### src/assert_macros.svh
// assertion helpers shared by the rtl files
`ifndef ASSERT_MACROS_SVH
`define ASSERT_MACROS_SVH

`ifndef ASSERT_OFF

// property holds at every clock edge outside reset
`define ASSERT_ALWAYS(label, clk, rst, prop) \
  label: assert property (@(posedge clk) disable iff (rst) (prop)) \
    else $error("assertion failed");

// antecedent implies consequent in the same cycle
`define ASSERT_IMPLY(label, clk, rst, ante, cons) \
  label: assert property (@(posedge clk) disable iff (rst) (ante) |-> (cons)) \
    else $error("assertion failed");

// antecedent implies consequent in the next cycle
`define ASSERT_NEXT(label, clk, rst, ante, cons) \
  label: assert property (@(posedge clk) disable iff (rst) (ante) |=> (cons)) \
    else $error("assertion failed");

`else

`define ASSERT_ALWAYS(label, clk, rst, prop)
`define ASSERT_IMPLY(label, clk, rst, ante, cons)
`define ASSERT_NEXT(label, clk, rst, ante, cons)

`endif

`endif

### src/mcal_pkg.sv
`timescale 1ns / 1ps

package mcal_pkg;

  // width of readings and anchors
  localparam int SAMPLE_BITS = 16;

  // moisture result width and full scale in tenths of a percent
  localparam int MOIST_W = 10;
  localparam logic [MOIST_W-1:0] FULL_SCALE = 10'd1000;

  // quotient bits produced by the serial divider, one per step
  localparam int QBITS = MOIST_W;
  localparam int CNT_W = $clog2(QBITS + 1);

  // scaled numerator width: diff times 1000 fits below diff shifted by ten
  localparam int NUMER_W = SAMPLE_BITS + QBITS;

  // operation codes, any other code acts as a sample
  localparam logic [1:0] OP_SAMPLE      = 2'd0;
  localparam logic [1:0] OP_CAPTURE_DRY = 2'd1;
  localparam logic [1:0] OP_CAPTURE_WET = 2'd2;

  // divider request and response
  typedef struct packed {
    logic                   start;
    logic [SAMPLE_BITS-1:0] diff;
    logic [SAMPLE_BITS-1:0] span;
  } div_req_t;

  typedef struct packed {
    logic             busy;
    logic             done;
    logic [QBITS-1:0] quotient;
  } div_resp_t;

endpackage

### src/mcal_div.sv
`timescale 1ns / 1ps

module mcal_div (
  input  logic                clk,
  input  logic                rst,
  input  mcal_pkg::div_req_t  req,
  output mcal_pkg::div_resp_t resp
);

  logic                             busy;
  logic                             loaded;
  logic                             done;
  logic [mcal_pkg::CNT_W-1:0]       cnt;
  logic [mcal_pkg::SAMPLE_BITS-1:0] dreg;
  logic [mcal_pkg::SAMPLE_BITS-1:0] sreg;
  logic [mcal_pkg::SAMPLE_BITS-1:0] rem;
  logic [mcal_pkg::QBITS-1:0]       quo;

  logic [mcal_pkg::NUMER_W-1:0]     numer;
  logic [mcal_pkg::SAMPLE_BITS:0]   trial;
  logic                             qbit;
  logic [mcal_pkg::SAMPLE_BITS-1:0] rem_next;

  // diff times 1000 as 1024 - 16 - 8
  always_comb begin
    numer = ({dreg, mcal_pkg::QBITS'(0)})
          - mcal_pkg::NUMER_W'({dreg, 4'b0})
          - mcal_pkg::NUMER_W'({dreg, 3'b0});
  end

  // one restoring step: shift in the next numerator bit, try the span
  always_comb begin
    trial = {rem, quo[mcal_pkg::QBITS-1]};
    qbit  = (trial >= {1'b0, sreg});
    if (qbit) begin
      rem_next = mcal_pkg::SAMPLE_BITS'(trial - {1'b0, sreg});
    end else begin
      rem_next = trial[mcal_pkg::SAMPLE_BITS-1:0];
    end
  end

  // operand load, scale cycle, then one quotient bit per cycle
  always_ff @(posedge clk) begin
    if (rst) begin
      busy   <= 1'b0;
      loaded <= 1'b0;
      done   <= 1'b0;
      cnt    <= '0;
    end else begin
      done <= 1'b0;
      if (req.start) begin
        busy   <= 1'b1;
        loaded <= 1'b0;
        dreg   <= req.diff;
        sreg   <= req.span;
      end else if (busy && !loaded) begin
        rem    <= numer[mcal_pkg::NUMER_W-1:mcal_pkg::QBITS];
        quo    <= numer[mcal_pkg::QBITS-1:0];
        cnt    <= mcal_pkg::CNT_W'(mcal_pkg::QBITS);
        loaded <= 1'b1;
      end else if (busy) begin
        rem <= rem_next;
        quo <= {quo[mcal_pkg::QBITS-2:0], qbit};
        cnt <= cnt - 1'b1;
        if (cnt == mcal_pkg::CNT_W'(1)) begin
          busy <= 1'b0;
          done <= 1'b1;
        end
      end
    end
  end

  assign resp.busy     = busy;
  assign resp.done     = done;
  assign resp.quotient = quo;

endmodule

### src/two_point_moisture_calibration.sv
`timescale 1ns / 1ps
`include "assert_macros.svh"

// Two-point moisture calibration. Each input beat carries an operation and a
// millivolt reading: a capture stores the reading as the dry or the wet anchor,
// a sample reports moisture in tenths of a percent, linear between the anchors
// (a wetter probe reads lower) and clamped to 0..1000. Every beat gives one
// result beat with the echoed reading and a calibrated flag that is set when
// both anchors are nonzero and dry exceeds wet. Captures and samples that need
// no division pass from acceptance through the emit state into the output
// register; an in-range sample first passes through the bit-serial restoring
// divider (operand load, a scale step, then one quotient bit per step, with the
// done pulse handing the quotient to the emit state). One beat is in flight at a
// time, and a finished result waits in the output register while the next beat
// enters; a stalled output holds the next beat in the emit state.

module two_point_moisture_calibration (
  input  logic        clk,
  input  logic        rst,
  input  logic        in_valid,
  output logic        in_stall,
  input  logic [1:0]  operation,
  input  logic [15:0] reading_mv,
  output logic        out_valid,
  input  logic        out_stall,
  output logic [15:0] raw_mv,
  output logic [mcal_pkg::MOIST_W-1:0] moisture_tenths,
  output logic        calibrated
);

  typedef enum logic [1:0] {
    S_IDLE,
    S_DIV,
    S_EMIT
  } state_t;

  state_t                           state;
  logic [mcal_pkg::SAMPLE_BITS-1:0] dry_anchor;
  logic [mcal_pkg::SAMPLE_BITS-1:0] wet_anchor;
  logic [mcal_pkg::SAMPLE_BITS-1:0] held_mv;
  logic [mcal_pkg::MOIST_W-1:0]     held_moist;

  logic                             accept;
  logic                             is_sample;
  logic [mcal_pkg::SAMPLE_BITS-1:0] mv;
  logic                             cal_now;
  logic                             below_dry;
  logic [mcal_pkg::SAMPLE_BITS-1:0] diff;
  logic [mcal_pkg::SAMPLE_BITS-1:0] span;
  logic                             saturate;
  logic                             need_div;
  logic [mcal_pkg::MOIST_W-1:0]     quick_moist;
  logic                             out_free;

  mcal_pkg::div_req_t               dreq;
  mcal_pkg::div_resp_t              dresp;

  assign in_stall = (state != S_IDLE);
  assign accept   = in_valid && !in_stall;
  assign out_free = !out_valid || !out_stall;

  // decode the incoming beat against the current anchors
  always_comb begin
    mv        = reading_mv[mcal_pkg::SAMPLE_BITS-1:0];
    is_sample = (operation != mcal_pkg::OP_CAPTURE_DRY) &&
                (operation != mcal_pkg::OP_CAPTURE_WET);
    cal_now   = (dry_anchor != '0) && (wet_anchor != '0) && (dry_anchor > wet_anchor);
    below_dry = (mv < dry_anchor);
    diff      = dry_anchor - mv;
    span      = dry_anchor - wet_anchor;
    saturate  = (diff >= span);
    need_div  = is_sample && cal_now && below_dry && !saturate;
    if (is_sample && cal_now && below_dry && saturate) begin
      quick_moist = mcal_pkg::FULL_SCALE;
    end else begin
      quick_moist = '0;
    end
  end

  assign dreq.start = accept && need_div;
  assign dreq.diff  = diff;
  assign dreq.span  = span;

  mcal_div u_div (
    .clk  (clk),
    .rst  (rst),
    .req  (dreq),
    .resp (dresp)
  );

  // sequencer, anchors and output register
  always_ff @(posedge clk) begin
    if (rst) begin
      state      <= S_IDLE;
      dry_anchor <= '0;
      wet_anchor <= '0;
      out_valid  <= 1'b0;
    end else begin
      if (out_valid && !out_stall && (state != S_EMIT)) begin
        out_valid <= 1'b0;
      end
      unique case (state)
        S_IDLE: begin
          if (accept) begin
            held_mv    <= mv;
            held_moist <= quick_moist;
            if (operation == mcal_pkg::OP_CAPTURE_DRY) begin
              dry_anchor <= mv;
            end else if (operation == mcal_pkg::OP_CAPTURE_WET) begin
              wet_anchor <= mv;
            end
            state <= need_div ? S_DIV : S_EMIT;
          end
        end
        S_DIV: begin
          if (dresp.done) begin
            held_moist <= dresp.quotient;
            state      <= S_EMIT;
          end
        end
        S_EMIT: begin
          if (out_free) begin
            out_valid       <= 1'b1;
            raw_mv          <= 16'(held_mv);
            moisture_tenths <= held_moist;
            calibrated      <= cal_now;
            state           <= S_IDLE;
          end
        end
        default: begin
          state <= S_IDLE;
        end
      endcase
    end
  end

  // divider finishes only while the sequencer waits on it
  `ASSERT_IMPLY(a_done_in_div, clk, rst, dresp.done, state == S_DIV)
  // a divide is never started while one is still running
  `ASSERT_IMPLY(a_start_idle, clk, rst, dreq.start, !dresp.busy)
  // nonzero moisture only comes with valid calibration and stays within full scale
  `ASSERT_IMPLY(a_moist_cal, clk, rst,
                out_valid && (moisture_tenths != '0),
                calibrated && (moisture_tenths <= mcal_pkg::FULL_SCALE))

endmodule
### config.mk
export PLATFORM = sky130hd
export DESIGN_NAME = two_point_moisture_calibration
export DESIGN_NICKNAME = d
export VERILOG_FILES = /design/src/mcal_pkg.sv /design/src/mcal_div.sv /design/src/two_point_moisture_calibration.sv
export VERILOG_INCLUDE_DIRS = /design/src /design/src/src
export SDC_FILE = /design/constraint.sdc
export NUM_CORES = 1
export LEC_CHECK = 0
export BUFFER_PORTS_ARGS = -buffer_cell sky130_fd_sc_hd__buf_2
export CAP_MARGIN = 5
export CORE_MARGIN = 1.5
export CORE_UTILIZATION = 56
export DETAILED_ROUTE_END_ITERATION = 8
export PLACE_DENSITY = 0.77
export SLEW_MARGIN = 30
export SYNTH_ARGS = -nofsm -noshare
export SYNTH_HDL_FRONTEND = slang
export SYNTH_SLANG_ARGS = --single-unit
### constraint.sdc
create_clock -name clk -period 5.65 [get_ports clk]
set_input_delay 0.565 -clock clk [delete_from_list [all_inputs] [get_ports clk]]
set_output_delay 0.565 -clock clk [all_outputs]
set_load 0.02 [all_outputs]
==> results.toml <==
[timing]
tightestPinTransition_ns = 0.9081
setup_tns_ns = 0
slew_viol_final = 0
period_share = 0.9251
fin_crit_ns = 5.227
finalClockSkew_ns = 0.007755
finalHoldViolCount = 0
rsz0062_at_grt = "false"
slew-limit-headroom = 0.3946
max_freq_ghz = 0.1913
holdWs_ns = 0.3566
finalSetupViolations = 0

[power]
power_switching_mw = 0.7488
clockPowerShare = 0.399
intPower_mw = 1.969
pwr-share-seq = 0.457
leakage_nw = 4.538
combPwrFrac = 0.144
p_per_area_nw_per_um2 = 251.0
irDropWorstVdd_mv = 0.2294
switching_share = 0.2755

[floorplanning]
rows = 48
dieArea_um2 = 18220
design.core.area_um2 = 17180
die_h_um = 135.0
die_x_um = 135.0
io_pins = 51
initial_core_util = 0.5680

[logic_synthesis]
ys_types = 80
yosysTopAreaCellShare = 0.3417
synth_commonest_cells = "111 x edfxtp_1, 105 x nand2_1, 103 x inv_1, 97 x ha_1, 94 x a21oi_1"
synth_most_common_cell = "edfxtp_1"
synth_nets = 1117
avgSynthCellArea_um2 = 9.894
yosys_warnings = 0
yosys-top-cells-area = "edfxtp_1 34%, ha_1 12%, dfxtp_1 8.6%"
netlist_instances = 986
synth_ff_type = "edfxtp_1"
synth_area_um2 = 9756
yosysTopAreaCell = "edfxtp_1"
yosysSeqAreaShare = 0.4279
synth_seq_cells = 153
synth_edf_count = 111
synthArstFlopShare = 0

[global_route]
use_met3 = 0.04054
grt_max_degree = 50
met1_usage = 0.3183
grt_pass1_wl_um = 34780
globalRoute.totalOverflow = 0
grt_use_met2 = 0.4040
grt_busiest_layer = "met2"
grt_pass1_vias = 7207
grtUsageTotal = 0.2432
antenna_found_initial = 0

[worst_setup_path]
crit_path_end_kind = "flip-flop"
start_kind = "flip-flop"
crit_slowest_cell = "a2111oi_0"
crit_type = "reg2reg"
worstPathCellList = "ha_1, nor2b_1, o21ai_0, a21o_1, a21oi_1, o41a_1, a31oi_1, mux2_2, a2111oi_0, ha_1, a21o_1, a21o_1, a21oi_1, o21ai_0, a31oi_1, buf_4, nand4bb_4, and3b_2, and4_1"
critPathArrivalTime_ns = 5.56
required_ns = 5.98
cp_max_fo = 27
critical_path.max_stage_delay_ns = 0.49
crit_top_cell = "a21o_1"

[layout]
synthToLayoutAreaGrowth_pct = 11.02
n_fill_cell = 1421
layout-drive-gt1-share = 0.1121
final_util = 0.6305
fin_nets = 1171
antenna_cells = 0

[drt]
drc_errors = 0
wl_per_cell_um = 16.13
viasPerCell = 5.693
vias = 7276
first_iter_violations = 491
routed_wirelength_um = 20610
first_pass_iters = 5
ant_nets = 0

[cts]
cts.clk_slew.worst_paths_ns = 0.07
hold_buffers = 0
cts_tree = "yes"
cts_inserted_buffers = 17
cts_root_buf = "clkbuf_16"
postCtsSetupRepairBufs = 0
insertion_delay_ns = 0.43
cts.repair.resized = 0
htree_levels = 4
cts.sink_count = 153
clockBufferDepth = 2

[job]
timing.max_cap.violations = 0

[placement]
io_buffers = 50
gp_congestion = 0.9253
dp_hpwl_um = 15610

[worst_hold_path]
hold_path_class = "in2reg"

[status]
status = "finished, final reports clean"
-- layout make-up --
class	count	area (um2)	area share
clock buffers	17	425.4	0.03928
multi-input cells	707	5104	0.4712
clock inverters	15	136.4	0.01259
inverters	103	386.6	0.03570
repair buffers	58	322.8	0.02981
flip-flops and latches	153	4174	0.3854
well taps	225	281.5	0.02599
-- logic make-up after synthesis --
family | after synthesis | share of synthesized area
AND/OR/NAND/NOR | 275 | 0.1412
adder cells (fa/ha/maj) | 109 | 0.1490
XOR/XNOR | 57 | 0.05117
flip-flops | 153 | 0.4279
buffers and inverters | 126 | 0.05143
AO/OA/AOI/OAI | 260 | 0.1729
multiplexers | 6 | 0.006413
-- final timing paths --
kind | to | depth (start not counted) | slack (ns) | startpoint
worst min register to register | raw_mv[14]$_DFFE_PP_ | 0 | 0.42 | held_mv[14]$_DFFE_PP_
worst max-delay path | u_div.done$_SDFF_PP0_ | 19 | 0.42 | dry_anchor[1]$_SDFFE_PP0P_
worst min-delay path | held_mv[10]$_DFFE_PP_ | 1 | 0.36 | reading_mv[10]
worst max register to register | u_div.done$_SDFF_PP0_ | 19 | 0.42 | dry_anchor[1]$_SDFFE_PP0P_
-- layout by cell type, fill, tap and decap left out, drive strengths merged, types with 11 or more instances in the layout --
master	instances
dfxtp	42
nand2	105
nor3	16
a21o	31
nor2b	12
xnor2	37
nor2	50
ha	97
fa	12
clkbuf	17
nand3	14
xor2	20
nand4	12
and2	11
buf	58
edfxtp	111
o21ai	46
a21oi	95
a31oi	12
nand2b	15
o21a	14
inv	112
-- per-layer routing --
metal / up-vias / share of wire
li1: 3659 / -
met1: 3407 / 0.46
met2: 171 / 0.47
met3: 39 / 0.036
met4: 0 / 0.028
met5: - / 0
-- sequential cells by signal, summed over array words and instances, names as in the netlist, 10 cells and up --
| name | cells |
|---|---|
| dry_anchor | 16 |
| held_mv | 16 |
| raw_mv | 16 |
| u_div.dreg | 16 |
| u_div.rem | 16 |
| u_div.sreg | 16 |
| wet_anchor | 16 |
| held_moist | 10 |
| moisture_tenths | 10 |
| u_div.quo | 10 |
-- critical path: cells and delay by family (launching register included) --
kind,cells,cell delay [ns]
AO/OA/AOI/OAI,11,2.44
AND/OR/NAND/NOR,4,1.01
adder cells (fa/ha/maj),2,0.63
flip-flops,1,0.47
multiplexers,1,0.38
buffers and inverters,1,0.18
-- power by group through the flow --
stage	sequential (mW)	clock [mW]	combinational, mW
finish	1.24	1.08	0.391
floorplan	1.27	0	0.269
global placement	1.27	0	0.369
global route	1.24	1.15	0.434
detailed placement	1.27	0	0.383
CTS	1.24	1.10	0.387
-- through the flow --
step	instances	total power, mW	cell area, um2	setup slack (ns)
floorplan	986	1.539	9758	0.4434
global placement	1246	1.634	10260	0.6377
detailed placement	1246	1.649	10260	0.4875
CTS	1278	2.730	10820	0.3956
global route	1278	2.824	10830	0.07501
finish	1278	2.718	10830	0.4232
Power figures use the tool's default switching activity.
